**src/rtl/stok_pkg.sv**
```systemverilog
`timescale 1ns / 1ps
// ----------------------------------------------------------------------------
// stok_pkg
// Shared types and constants of the source tokenizer.
// ----------------------------------------------------------------------------
package stok_pkg;

  localparam int LINE_BITS     = 16;
  localparam int POSITION_BITS = 24;
  localparam int LENGTH_BITS   = 16;
  localparam int KIND_BITS     = 5;
  localparam int WIN_BITS      = 40;
  localparam int MAX_RECS      = 3;

  localparam int DATA_BITS = 8 + KIND_BITS + LINE_BITS + POSITION_BITS + LENGTH_BITS;
  localparam int TDATA_BITS = ((DATA_BITS + 7) / 8) * 8;

  localparam logic [LINE_BITS-1:0]     LINE_MAX = '1;
  localparam logic [POSITION_BITS-1:0] POS_MAX  = '1;
  localparam logic [LENGTH_BITS-1:0]   LEN_MAX  = '1;

  localparam logic [KIND_BITS-1:0] K_NUMBER  = 5'd0;
  localparam logic [KIND_BITS-1:0] K_STRING  = 5'd1;
  localparam logic [KIND_BITS-1:0] K_IDENT   = 5'd2;
  localparam logic [KIND_BITS-1:0] K_CONST   = 5'd3;
  localparam logic [KIND_BITS-1:0] K_DEF     = 5'd4;
  localparam logic [KIND_BITS-1:0] K_FUNC    = 5'd5;
  localparam logic [KIND_BITS-1:0] K_PLUS    = 5'd6;
  localparam logic [KIND_BITS-1:0] K_MINUS   = 5'd8;
  localparam logic [KIND_BITS-1:0] K_STAR    = 5'd10;
  localparam logic [KIND_BITS-1:0] K_EXP     = 5'd12;
  localparam logic [KIND_BITS-1:0] K_EXPEQ   = 5'd13;
  localparam logic [KIND_BITS-1:0] K_SLASH   = 5'd14;
  localparam logic [KIND_BITS-1:0] K_PERCENT = 5'd16;
  localparam logic [KIND_BITS-1:0] K_ASSIGN  = 5'd18;
  localparam logic [KIND_BITS-1:0] K_LPAREN  = 5'd20;
  localparam logic [KIND_BITS-1:0] K_RPAREN  = 5'd21;
  localparam logic [KIND_BITS-1:0] K_SEMI    = 5'd22;
  localparam logic [KIND_BITS-1:0] K_COMMA   = 5'd23;
  localparam logic [KIND_BITS-1:0] K_LBRACK  = 5'd24;
  localparam logic [KIND_BITS-1:0] K_RBRACK  = 5'd25;
  localparam logic [KIND_BITS-1:0] K_LBRACE  = 5'd26;
  localparam logic [KIND_BITS-1:0] K_RBRACE  = 5'd27;
  localparam logic [KIND_BITS-1:0] K_INVALID = 5'd28;
  localparam logic [KIND_BITS-1:0] K_EOF     = 5'd29;

  localparam logic [WIN_BITS-1:0] WORD_CONST = 40'h636F6E7374;
  localparam logic [23:0]         WORD_DEF   = 24'h646566;
  localparam logic [31:0]         WORD_FUNC  = 32'h66756E63;

  localparam logic REC_BYTE = 1'b0;
  localparam logic REC_TOKEN = 1'b1;

  typedef struct packed {
    logic                     kind;
    logic [7:0]               lex;
    logic [KIND_BITS-1:0]     tok;
    logic [LINE_BITS-1:0]     line;
    logic [POSITION_BITS-1:0] pos;
    logic [LENGTH_BITS-1:0]   len;
  } rec_t;

  typedef struct packed {
    logic [1:0] n;
    rec_t [MAX_RECS-1:0] recs;
  } batch_t;

endpackage

```
**src/rtl/stok_core.sv**
```systemverilog
`timescale 1ns / 1ps
// ----------------------------------------------------------------------------
// stok_core
// Scan state registers and the single-pass next-state and record logic.
// ----------------------------------------------------------------------------
module stok_core (
  input  logic            clk,
  input  logic            rst_n,
  input  logic            acc,
  input  logic [7:0]      in_byte,
  input  logic            eoi,
  output stok_pkg::batch_t batch,
  output logic            fin,
  output logic            line_zero
);
  import stok_pkg::*;

  typedef enum logic [3:0] {
    M_IDLE, M_INT, M_FRAC, M_STR, M_IDENT, M_OP, M_EXP
  } mode_t;

  mode_t                    mode_r, mode_nxt;
  logic                     quote_r, quote_nxt;
  logic [7:0]               pend_r, pend_nxt;
  logic [WIN_BITS-1:0]      win_r, win_nxt;
  logic [LINE_BITS-1:0]     line_r, line_nxt;
  logic [POSITION_BITS-1:0] pos_r, pos_nxt;
  logic [POSITION_BITS-1:0] tstart_r, tstart_nxt;
  logic [LINE_BITS-1:0]     tline_r, tline_nxt;
  logic [LENGTH_BITS-1:0]   len_r, len_nxt;
  logic                     fin_r, fin_nxt;

  function automatic logic [KIND_BITS-1:0] op_kind(input logic [7:0] p);
    case (p)
      "+":     op_kind = K_PLUS;
      "-":     op_kind = K_MINUS;
      "*":     op_kind = K_STAR;
      "/":     op_kind = K_SLASH;
      "%":     op_kind = K_PERCENT;
      default: op_kind = K_ASSIGN;
    endcase
  endfunction

  function automatic logic is_num(input logic [7:0] b);
    is_num = (b >= 8'd48) && (b <= 8'd57);
  endfunction

  function automatic logic is_letter(input logic [7:0] b);
    is_letter = ((b >= 8'd65) && (b <= 8'd90)) || ((b >= 8'd97) && (b <= 8'd122));
  endfunction

  always_comb begin
    logic [1:0]           n;
    rec_t [MAX_RECS-1:0]  recs;
    logic                 fresh;
    logic [KIND_BITS-1:0] ck;
    logic                 close;
    logic [KIND_BITS-1:0] ik;
    mode_nxt   = mode_r;
    quote_nxt  = quote_r;
    pend_nxt   = pend_r;
    win_nxt    = win_r;
    line_nxt   = line_r;
    pos_nxt    = pos_r;
    tstart_nxt = tstart_r;
    tline_nxt  = tline_r;
    len_nxt    = len_r;
    fin_nxt    = fin_r;
    n     = 2'd0;
    recs  = '0;
    fresh = 1'b0;
    close = 1'b0;
    ck    = K_INVALID;
    ik    = K_IDENT;
    if ((len_r == LENGTH_BITS'(5)) && (win_r == WORD_CONST)) ik = K_CONST;
    else if ((len_r == LENGTH_BITS'(3)) && (win_r[23:0] == WORD_DEF)) ik = K_DEF;
    else if ((len_r == LENGTH_BITS'(4)) && (win_r[31:0] == WORD_FUNC)) ik = K_FUNC;

    if (fin_r) begin
      recs[0] = '{REC_TOKEN, 8'd0, K_EOF, line_r, pos_r, '0};
      n = 2'd1;
    end else if (eoi) begin
      case (mode_r)
        M_INT, M_FRAC: begin close = 1'b1; ck = K_NUMBER; end
        M_STR:         begin close = 1'b1; ck = K_INVALID; end
        M_IDENT:       begin close = 1'b1; ck = ik; end
        M_OP:          begin close = 1'b1; ck = op_kind(pend_r); end
        M_EXP:         begin close = 1'b1; ck = K_EXP; end
        default:       close = 1'b0;
      endcase
      if (close) begin
        recs[0] = '{REC_TOKEN, 8'd0, ck, tline_r, tstart_r, len_r};
        n = 2'd1;
        pend_nxt = 8'd0;
      end
      mode_nxt = M_IDLE;
      recs[n] = '{REC_TOKEN, 8'd0, K_EOF, line_r, pos_r, '0};
      n = n + 2'd1;
      fin_nxt = 1'b1;
    end else begin
      case (mode_r)
        M_INT: begin
          if (is_num(in_byte)) begin
            recs[n] = '{REC_BYTE, in_byte, '0, '0, '0, '0}; n = n + 2'd1;
            if (len_nxt < LEN_MAX) len_nxt = len_nxt + 1'b1;
          end else if (in_byte == ".") begin
            recs[n] = '{REC_BYTE, in_byte, '0, '0, '0, '0}; n = n + 2'd1;
            if (len_nxt < LEN_MAX) len_nxt = len_nxt + 1'b1;
            mode_nxt = M_FRAC;
          end else begin
            close = 1'b1; ck = K_NUMBER; fresh = 1'b1;
          end
        end
        M_FRAC: begin
          if (is_num(in_byte)) begin
            recs[n] = '{REC_BYTE, in_byte, '0, '0, '0, '0}; n = n + 2'd1;
            if (len_nxt < LEN_MAX) len_nxt = len_nxt + 1'b1;
          end else begin
            close = 1'b1; ck = K_NUMBER; fresh = 1'b1;
          end
        end
        M_STR: begin
          if (in_byte == (quote_r ? 8'h22 : 8'h27)) begin
            close = 1'b1; ck = K_STRING;
          end else begin
            recs[n] = '{REC_BYTE, in_byte, '0, '0, '0, '0}; n = n + 2'd1;
            if (len_nxt < LEN_MAX) len_nxt = len_nxt + 1'b1;
          end
        end
        M_IDENT: begin
          if (is_letter(in_byte) || is_num(in_byte)) begin
            recs[n] = '{REC_BYTE, in_byte, '0, '0, '0, '0}; n = n + 2'd1;
            if (len_nxt < LEN_MAX) len_nxt = len_nxt + 1'b1;
            win_nxt = {win_r[WIN_BITS-9:0], in_byte};
          end else begin
            close = 1'b1; ck = ik; fresh = 1'b1;
          end
        end
        M_OP: begin
          if (in_byte == "=") begin
            recs[n] = '{REC_BYTE, in_byte, '0, '0, '0, '0}; n = n + 2'd1;
            if (len_nxt < LEN_MAX) len_nxt = len_nxt + 1'b1;
            close = 1'b1; ck = op_kind(pend_r) + 1'b1;
          end else if ((pend_r == "*") && (in_byte == "*")) begin
            recs[n] = '{REC_BYTE, in_byte, '0, '0, '0, '0}; n = n + 2'd1;
            if (len_nxt < LEN_MAX) len_nxt = len_nxt + 1'b1;
            mode_nxt = M_EXP;
          end else begin
            close = 1'b1; ck = op_kind(pend_r); fresh = 1'b1;
          end
        end
        M_EXP: begin
          if (in_byte == "=") begin
            recs[n] = '{REC_BYTE, in_byte, '0, '0, '0, '0}; n = n + 2'd1;
            if (len_nxt < LEN_MAX) len_nxt = len_nxt + 1'b1;
            close = 1'b1; ck = K_EXPEQ;
          end else begin
            close = 1'b1; ck = K_EXP; fresh = 1'b1;
          end
        end
        default: fresh = 1'b1;
      endcase
      if (close) begin
        recs[n] = '{REC_TOKEN, 8'd0, ck, tline_nxt, tstart_nxt, len_nxt};
        n = n + 2'd1;
        mode_nxt = M_IDLE;
        pend_nxt = 8'd0;
        close = 1'b0;
      end
      if (fresh) begin
        if ((in_byte == " ") || (in_byte == 8'h09) || (in_byte == 8'h0A)) begin
          if ((in_byte == 8'h0A) && (line_nxt < LINE_MAX)) line_nxt = line_nxt + 1'b1;
          mode_nxt = M_IDLE;
        end else begin
          tstart_nxt = pos_r;
          tline_nxt  = line_nxt;
          len_nxt    = '0;
          if ((in_byte == "'") || (in_byte == 8'h22)) begin
            quote_nxt = (in_byte == 8'h22);
            mode_nxt  = M_STR;
          end else begin
            if (in_byte == ".") begin
              mode_nxt = M_FRAC;
            end else if (is_num(in_byte)) begin
              mode_nxt = M_INT;
            end else if (is_letter(in_byte)) begin
              win_nxt  = WIN_BITS'(in_byte);
              mode_nxt = M_IDENT;
            end else if ((in_byte == "+") || (in_byte == "-") || (in_byte == "*") ||
                         (in_byte == "/") || (in_byte == "%") || (in_byte == "=")) begin
              pend_nxt = in_byte;
              mode_nxt = M_OP;
            end else begin
              close = 1'b1;
              case (in_byte)
                "(":     ck = K_LPAREN;
                ")":     ck = K_RPAREN;
                ";":     ck = K_SEMI;
                ",":     ck = K_COMMA;
                "[":     ck = K_LBRACK;
                "]":     ck = K_RBRACK;
                "{":     ck = K_LBRACE;
                "}":     ck = K_RBRACE;
                default: ck = K_INVALID;
              endcase
            end
            if (!close || (ck != K_INVALID) || (in_byte == "<") || (in_byte == ">")) begin
              recs[n] = '{REC_BYTE, in_byte, '0, '0, '0, '0}; n = n + 2'd1;
              len_nxt = LENGTH_BITS'(1);
            end
            if (close) begin
              recs[n] = '{REC_TOKEN, 8'd0, ck, tline_nxt, tstart_nxt, len_nxt};
              n = n + 2'd1;
              mode_nxt = M_IDLE;
              pend_nxt = 8'd0;
            end
          end
        end
      end
      if (pos_r < POS_MAX) pos_nxt = pos_r + 1'b1;
    end
    batch.n    = n;
    batch.recs = recs;
  end

  always_ff @(posedge clk) begin
    if (!rst_n) begin
      mode_r   <= M_IDLE;
      quote_r  <= 1'b0;
      pend_r   <= 8'd0;
      win_r    <= '0;
      line_r   <= LINE_BITS'(1);
      pos_r    <= '0;
      tstart_r <= '0;
      tline_r  <= LINE_BITS'(1);
      len_r    <= '0;
      fin_r    <= 1'b0;
    end else if (acc) begin
      mode_r   <= mode_nxt;
      quote_r  <= quote_nxt;
      pend_r   <= pend_nxt;
      win_r    <= win_nxt;
      line_r   <= line_nxt;
      pos_r    <= pos_nxt;
      tstart_r <= tstart_nxt;
      tline_r  <= tline_nxt;
      len_r    <= len_nxt;
      fin_r    <= fin_nxt;
    end
  end

  assign fin       = fin_r;
  assign line_zero = (line_r == '0);

endmodule

```
**src/rtl/stok_outq.sv**
```systemverilog
`timescale 1ns / 1ps
// ----------------------------------------------------------------------------
// stok_outq
// Result register: holds up to three records of one item, drains one a beat.
// ----------------------------------------------------------------------------
module stok_outq (
  input  logic            clk,
  input  logic            rst_n,
  input  logic            load,
  input  stok_pkg::batch_t batch,
  output logic            can_load,
  output logic            out_tvalid,
  input  logic            out_tready,
  output logic            out_tlast,
  output stok_pkg::rec_t  head,
  output logic [1:0]      level
);
  import stok_pkg::*;

  rec_t [MAX_RECS-1:0] q_r;
  logic [1:0]          cnt_r;
  logic                pop;

  assign pop        = out_tvalid && out_tready;
  assign can_load   = (cnt_r == 2'd0) || ((cnt_r == 2'd1) && out_tready);
  assign out_tvalid = (cnt_r != 2'd0);
  assign out_tlast  = (cnt_r == 2'd1);
  assign head       = q_r[0];
  assign level      = cnt_r;

  always_ff @(posedge clk) begin
    if (!rst_n) begin
      cnt_r <= 2'd0;
    end else if (load) begin
      cnt_r <= batch.n;
    end else if (pop) begin
      cnt_r <= cnt_r - 2'd1;
    end
  end

  always_ff @(posedge clk) begin
    if (load) begin
      q_r <= batch.recs;
    end else if (pop) begin
      q_r[0] <= q_r[1];
      q_r[1] <= q_r[2];
    end
  end

endmodule

```
**src/rtl/source_tokenizer.sv**
```systemverilog
`timescale 1ns / 1ps
// ----------------------------------------------------------------------------
// source_tokenizer
// Streaming lexer: one source byte or end mark in, byte and token records out.
//
// Input beat: in_tdata[7:0] is the source byte, in_tlast marks end of input.
// Output beat: out_tuser is 0 for a lexeme byte record, 1 for a token record;
// out_tdata carries byte, kind, line, position and length; out_tlast marks
// the final record caused by one input beat. An input beat causes zero to
// three records. Records of a beat appear in the cycle after it is taken.
// While the receiver is ready, records drain one per cycle and a beat with
// one or no record is taken every cycle; a beat with more records holds the
// input until its last record drains. The rate is set by the three-entry
// result register, which takes a new batch only when it empties. When the
// receiver stalls the head record holds, and the input stalls until the
// result register is empty or its last record drains in the same cycle.
// Reset clears the scan state to idle, line one, position zero, and empties
// the result register. After end of input every beat yields one eof record.
// ----------------------------------------------------------------------------
module source_tokenizer (
  input  logic                            clk,
  input  logic                            rst_n,
  input  logic                            in_tvalid,
  output logic                            in_tready,
  input  logic [7:0]                      in_tdata,   // in_byte
  input  logic                            in_tlast,   // end_of_input
  output logic                            out_tvalid,
  input  logic                            out_tready,
  // lexeme_byte, token_kind, token_line, token_position, token_length, zero fill
  output logic [stok_pkg::TDATA_BITS-1:0] out_tdata,
  output logic                            out_tuser,  // record_kind
  output logic                            out_tlast   // last
);
  import stok_pkg::*;

  batch_t     batch;
  rec_t       head;
  logic       acc;
  logic       can_load;
  logic       fin;
  logic       line_zero;
  logic [1:0] level;

  assign in_tready = can_load;
  assign acc       = in_tvalid && in_tready;

  stok_core u_core (
    .clk       (clk),
    .rst_n     (rst_n),
    .acc       (acc),
    .in_byte   (in_tdata),
    .eoi       (in_tlast),
    .batch     (batch),
    .fin       (fin),
    .line_zero (line_zero)
  );

  stok_outq u_outq (
    .clk        (clk),
    .rst_n      (rst_n),
    .load       (acc),
    .batch      (batch),
    .can_load   (can_load),
    .out_tvalid (out_tvalid),
    .out_tready (out_tready),
    .out_tlast  (out_tlast),
    .head       (head),
    .level      (level)
  );

  assign out_tuser = head.kind;
  assign out_tdata = TDATA_BITS'({head.len, head.pos, head.line, head.tok, head.lex});

  a_no_take_when_busy: assert property (@(posedge clk) disable iff (!rst_n)
    (level > 2'd1) |-> !in_tready) else $error("input taken over pending records");
  a_fin_sticky: assert property (@(posedge clk) disable iff (!rst_n)
    fin |=> fin) else $error("finished flag dropped");
  a_line_nonzero: assert property (@(posedge clk) disable iff (!rst_n)
    !line_zero) else $error("line count reached zero");
  a_fin_one_rec: assert property (@(posedge clk) disable iff (!rst_n)
    (acc && $past(fin) && fin) |=> (level == 2'd1)) else $error("eof batch size");

endmodule

```
**config.mk**
```make
export PLATFORM = sky130hd
export DESIGN_NAME = source_tokenizer
export DESIGN_NICKNAME = d
export VERILOG_FILES = /design/src/rtl/stok_pkg.sv /design/src/rtl/stok_core.sv /design/src/rtl/stok_outq.sv /design/src/rtl/source_tokenizer.sv
export SDC_FILE = /design/constraint.sdc
export NUM_CORES = 1
export LEC_CHECK = 0
export ABC_AREA = 1
export BUFFER_PORTS_ARGS = -buffer_cell sky130_fd_sc_hd__buf_2
export CAP_MARGIN = 20
export CORE_ASPECT_RATIO = 0.9
export CORE_UTILIZATION = 50
export CTS_CLUSTER_SIZE = 28
export DETAILED_ROUTE_END_ITERATION = 10
export GPL_TIMING_DRIVEN = 0
export PLACE_DENSITY = 0.68
export SLEW_MARGIN = 20
export SYNTH_ARGS = -nofsm -noshare
export SYNTH_HDL_FRONTEND = slang
export SYNTH_SLANG_ARGS = --single-unit
```
**constraint.sdc**
```tcl
create_clock -name clk -period 6.5 [get_ports clk]
set_clock_uncertainty 0.2 [all_clocks]
set_input_delay 0.325 -clock clk [delete_from_list [all_inputs] [get_ports clk]]
set_output_delay 0.325 -clock clk [all_outputs]
set_load 0.02 [all_outputs]
```
==> results of run 1 <==
## cell families after synthesis
family,Yosys count,synth area share [%]
XOR/XNOR,5,0.223
other,1,0.0191
flip-flops,347,45.3
buffers and inverters,437,10.1
AO/OA/AOI/OAI,564,15.4
AND/OR/NAND/NOR,1311,28.2
adder cells (fa/ha/maj),12,0.764
## worst max-delay path: cells and delay by family
kind	cells	cell delay (ns)
AO/OA/AOI/OAI	2	0.33
AND/OR/NAND/NOR	12	2.69
adder cells (fa/ha/maj)	1	0.50
buffers and inverters	8	2.04
## registers in the layout (all words and copies together) (netlist names)
signal           cells
u_core.len_r        16
u_core.tstart_r     24
u_core.fin           1
u_outq.q_r         125
u_core.quote_r       1
u_core.tline_r      16
u_core.pend_r        8
u_core.mode_r        4
u_core.win_r        40
u_outq.head         70
u_outq.level         2
u_core.line_r       16
u_core.pos_r        24
## layout by cell type (no fill, tap or decap), types with 5 or more instances in the layout
cell	count
clkbuf_16	41
clkinv_1	10
buf_1	9
o21ai_1	25
nor3_1	46
nand4_1	32
a211oi_1	8
a21oi_1	236
buf_2	97
nor2_1	239
clkinv_2	15
bufinv_16	5
buf_4	74
nor4_1	15
inv_2	18
inv_1	194
clkbuf_1	117
ha_1	12
xor2_1	5
nand3b_1	6
dfxtp_1	152
nand3_1	129
nor2_4	5
nand2_1	793
o21ai_0	216
a22oi_1	30
dlygate4sd3_1	6
edfxtp_1	195
o211ai_1	27
nor2_2	13
nand2_2	12
a31oi_1	7
## where the power goes
part           leakage (uW)  internal, uW  switching, uW
clock network      0.000647          1350            960
logic               0.00541           895           1940
registers           0.00321          3160            197
## worst max path at each step
stage	start	to	slack, ns	cells after the start
after floorplan	u_outq.level[0]	u_outq.level[0]	1.43	9
final	in_tdata[0]	u_outq.q_r[70]	0.76	23
after global routing	in_tdata[0]	u_outq.q_r[70]	0.65	23
after global placement	u_outq.level[0]	u_outq.level[0]	-0.28	9
after detailed placement	in_tdata[0]	u_outq.q_r[70]	1.07	22
after CTS	in_tdata[0]	u_outq.q_r[70]	1.09	23
## layer usage
layer,vias up,routed length [um],GRT usage (%)
met5,-,80,1.48
met4,2,2520,13.5
met3,184,9040,8.72
met2,1254,28500,49.8
met1,9233,30700,51.7
li1,9107,-,-
## metrics by stage
stage	area, sq um	cells	power, uW
final	22200	3368	8500
after global placement	20700	3286	6140
after floorplan	19700	2680	5230
after global routing	22200	3368	8870
after detailed placement	20800	3290	6170
after CTS	22200	3368	8490
## repair_timing
action                                 CTS  global route
hold buffers                             6             0
endpoints found under the hold margin    7             0
setup endpoints to repair                0             0
## final cells by class
class	count	area (sq um)
Multi-Input combinational cell	1896	8790
Inverter	221	836
Tap cell	525	657
Clock inverter	26	259
Timing Repair Buffer	91	553
Clock buffer	46	1040
Buffer	216	1150
Sequential cell	347	8900
Fill cell	3646	16400
==> metrics.txt, run 1 <==
effective utilization at floorplan 51.0%; Slew Limit Fails 0; Commonest cells post-synth nand2_1 (793), nor2_1 (239), a21oi_1 (236), o21ai_0 (216), edfxtp_1 (195); DRC errors left 0; min-delay src in_tdata[2]; root buffer cell clkbuf_16; clk sinks 347; grt total ovfl 0; r2r endpoint u_outq.q_r[70]; crit path kind primary input to flop; synth warn 0; reg2reg path depth 20; Routed Antenna Nets 0; worst hold slack 0.0708 ns; number of setup buffers added after CTS 0; row count 68; post-DR wirelength/cell 21.0 um; number of port buffers 81; Detailed Place HPWL 50.8 mm; Post-synth ARST share 0%; top cells by area, synth edfxtp_1 (30%), dfxtp_1 (15%), nand2_1 (15%), a21oi_1 (6.0%), o21ai_0 (5.5%); R2R Setup Slk 0.91 ns; initial antenna violation count 0; nets 2,838; Worst-path clk slew 0.06 ns; final hold violation count 0; cells after synthesis 2,677; most common cell in the netlist nand2_1; pwr dens 383 nW/um^2; Die ar. 40,100 sq um; Critical Path End Type flop; data arrival time of the critical path 5.94 ns; Tcrit/Tclk final 88.3%; critical path peak fanout 11; CTS tree done; worst skew pair latency 0.57 ns; mapped cell area 19,700 sq um; core region area 38,500 sq um; CP peak stage delay 0.85 ns; GPL Wtd Cong 0.983; worst slew pin tran 1.14 ns; maxcap violations 0; first-pass GRT wire length 107 mm; diode count 0; WHS Endpoint u_core.quote_r; Fmax 174 MHz; vias per inst 5.87; register area share after synthesis 45.3%; GRT Overall Usage 35.4%; hold path cells 4; post-cts sizing count 0; min Tclk post-route 5.74 ns; Syn Area/Cell 7.34 sq um; Finished Core Util 57.6%; area grow syn2layout 12.9%; slowest CP cell nor2_1; die span in y 190 um; Critical Path, Cell by Cell dlygate4sd3_1 > buf_2 > inv_2 > nor2_2 > nand2_1 > inv_2 > nand2_2 > o21ai_0 > nand2_1 > nand4_1 > nor2_1 > inv_1 > clkbuf_1 > ha_1 > nand4_1 > nand2_2 > nand2_1 > nor3_4 > inv_2 > buf_2 > o21ai_1 > nand3_1 > nand2_1; die width 211 um; relative slew slack 24.3%; drt total wl 70.9 mm; final setup fails 0; Pleak 0.00927 uW; setup TNS 0 ns; status completed; fraction of layout cells with a size suffix above 1 10.9%; Final Worst Setup Slack 0.760 ns; CP Launch Type primary input; Worst Hold Class primary input to flop; Post-synth EDFFs 195; unrepaired setup endpoints after global routing no; boundary pin count 89; Setup WS pre-CTS 1.07 ns; CTS Buf Count 40; worst path required time 6.70 ns; cell mode on critical path nand2_1; drt pass-1 iters 7; First DRT Iteration DRCs 2,636; largest net degree at the start of global routing 48; Worst R2R Start u_core.mode_r[1]; Worst VDD drop 0.000428 V; ys flop type edfxtp_1; via count 19,800; dominant cell type by area after synthesis edfxtp_1; Yosys top cell area share 29.8%; CTS H-tree depth 2; library cells used by synthesis 52; vias in the first global route 18,100; Longest Clk Path Bufs 3; Synth Register Bits 347
Power figures use the tool's default switching activity.
==> run 2, diff against run 1 <==
BUFFER_PORTS_ARGS = default   (was -buffer_cell sky130_fd_sc_hd__buf_2)
DONT_BUFFER_PORTS = 1   (was default)
PLACE_DENSITY = 0.66   (was 0.68)
==> run 2 against run 1 <==
Register-to-register slack worse by 0.09 ns; global-route usage rose by 0.13 points; clock-buffer cell count increased by 21; sequential power about the same; non-clock buffer count is 77 lower; sequential share of layout area is 0.70 points higher; final cell count fell by 2.3%; critical path depth shrank 1; die area is the same; utilization decreased by 0.99 points; via count decreased by 1.5%; largest power group unchanged.
==> metrics.txt, run 2 (synthesis results as in run 1) <==
CP peak stage delay 0.79 ns (-0.06 ns); WHS Endpoint u_core.quote_r; dpl cell area 20,400 sq um (-2.0%); commonest non-fill, non-tap cell in the layout nand2_1; R2R Setup Slk 0.82 ns (-0.09 ns); crit path kind primary input to flop; leading cell types in the layout, fill and taps excluded nand2_1 (793), nor2_1 (239), a21oi_1 (236), o21ai_0 (216), edfxtp_1 (195); hold path cells 6 (+2); First DRT Iteration DRCs 3,171 (+20%); reg2reg path depth 20 (unchanged); final instance area 21,800 sq um (-1.7%); clk sinks 347 (unchanged); CTS H-tree depth 2 (unchanged); via count 19,500 (-1.5%); Routed Antenna Nets 0 (unchanged); CP top delay family simple AND/OR/NAND/NOR gates; Setup WS pre-CTS 0.973 ns (-0.0976 ns); final setup fails 0 (unchanged); DRC errors left 0 (unchanged); status completed; Longest Clk Path Bufs 3 (unchanged); Critical Path End Type flop; Tcrit/Tclk final 88.9% (+0.59 points); slowest CP cell nor2_1; Pleak 0.00893 uW (-3.6%); Critical Path, Cell by Cell dlygate4sd3_1 > inv_2 > nor2_2 > nand2_1 > inv_2 > nand2_2 > o21ai_0 > nand2_1 > nand4_1 > nor2_1 > inv_1 > clkbuf_1 > ha_1 > nand4_1 > nand2_2 > nand2_1 > nor3_4 > inv_2 > buf_2 > o21ai_1 > nand3_1 > nand2_1; effective utilization at floorplan 51.0% (unchanged); Worst-path clk slew 0.06 ns (about the same); worst path required time 6.70 ns (about the same); number of port buffers 0 (-100%); Worst R2R Start u_core.mode_r[1]; post-DR wirelength/cell 21.7 um (+3.0%); root buffer cell clkbuf_16; unrepaired setup endpoints after global routing no; vias per inst 5.92 (+0.82%); die span in y 190 um (unchanged); number of setup buffers added after CTS 0 (unchanged); grt total ovfl 0 (unchanged); Biggest register u_outq.q_r; CTS tree done; initial antenna violation count 1 (+1); first-pass GRT wire length 107 mm (-0.22%); max reg flops 125 (unchanged); final hold violation count 0 (unchanged); drt pass-1 iters 7 (unchanged); row count 68 (unchanged); GRT Overall Usage 35.5% (+0.13 points); Detailed Place HPWL 50.4 mm (-0.78%); diode count 0 (unchanged); CTS Buf Count 40 (unchanged); CP Launch Type primary input; min-delay src in_tdata[7]; die width 211 um (unchanged); largest net degree at the start of global routing 48 (unchanged); cell mode on critical path nand2_1; worst slew pin tran 1.26 ns (+0.122 ns); Final Worst Setup Slack 0.722 ns (-0.0384 ns); core region area 38,500 sq um (unchanged); post-cts sizing count 0 (unchanged); data arrival time of the critical path 5.98 ns (+0.04 ns); Worst VDD drop 0.000373 V (-13%); Slew Limit Fails 0 (unchanged); Fmax 173 MHz (-0.66%); drt total wl 71.4 mm (+0.69%); GPL Wtd Cong 0.968 (-1.5%); maxcap violations 0 (unchanged); worst skew pair latency 0.57 ns (about the same); min Tclk post-route 5.78 ns (+0.0384 ns); boundary pin count 89 (unchanged); Worst Hold Class primary input to flop; worst path bufs/invs 7 (-1); Die ar. 40,100 sq um (unchanged); nets 2,761 (-2.7%); critical path peak fanout 11 (unchanged); fraction of layout cells with a size suffix above 1 8.10% (-2.8 points); r2r endpoint u_outq.q_r[70]; relative slew slack 14.0% (-10 points); setup TNS 0 ns (unchanged); pwr dens 380 nW/um^2 (-0.78%); vias in the first global route 17,600 (-3.0%); area grow syn2layout 11.0%
-- run 2: changes by cell type in the layout (fill, tap and decap cells not counted), moves of 2 or more --
cell,before,now
buf_2,97,16
clkinv_2,15,4
clkbuf_1,117,127
clkbuf_8,0,6
bufinv_16,5,0
clkinv_1,10,6
clkbuf_16,41,44
dlygate4sd3_1,6,9
clkinvlp_4,2,0
inv_6,0,2
-- run 2: how the worst max path moves through the flow --
stage               startpoint         endpoint  slack, ns  depth (start not counted)
6_report           in_tdata[0]   u_outq.q_r[70]       0.72                         22
2_1_floorplan  u_outq.level[0]  u_outq.level[0]       1.43                          9
4_1_cts            in_tdata[3]   u_outq.q_r[70]       1.02                         23
3_5_place_dp       in_tdata[2]   u_outq.q_r[70]       0.97                         22
5_1_grt            in_tdata[0]   u_outq.q_r[70]       0.68                         22
3_3_place_gp   u_outq.level[0]  u_outq.level[0]      -0.37                          9
-- run 2: metal layers --
metal,global-route usage [%],up-vias,share of wire (%)
met2,48.6,1232,40
met4,12.7,0,3.3
li1,-,8972,-
met1,53.2,9114,44
met5,0,-,0
met3,9.01,168,13
-- run 2: what timing repair did --
action,in CTS,in global routing
hold endpoints to repair,23,0
endpoints found under the setup margin,0,0
hold buffers,9,0
-- run 2: power by group --
group          switching [uW]  total, uW  internal, uW
sequential                202       3360          3160
clock                     947       2260          1310
combinational            1900       2670           767
-- run 2: worst register-to-register path: cells and delay by family, from the launching register on --
kind	cells	cell delay, ns
AND/OR/NAND/NOR	11	2.58
adder cells (fa/ha/maj)	1	0.53
AO/OA/AOI/OAI	2	0.36
flip-flops	1	0.46
buffers and inverters	6	1.40
-- run 2: layout make-up --
type / instances / area (sq um)
inverter: 221 / 836
clock buffer: 67 / 1250
clock inverter: 5 / 32.5
sequential: 347 / 8900
multi-input combinational: 1896 / 8790
buffer: 216 / 1150
tap: 525 / 657
fill: 3697 / 16700
timing repair buffer: 14 / 193
-- run 2: metrics by stage --
step	total power (uW)	std cells	hold WS [ns]	util [%]
2_1_floorplan	5230	2680	0.232	-
3_3_place_gp	5970	3205	0.250	52.7
3_5_place_dp	5990	3209	0.251	53.0
4_1_cts	8240	3290	0.0271	56.5
5_1_grt	8640	3291	0.0576	56.6
6_report	8290	3291	0.0803	56.6
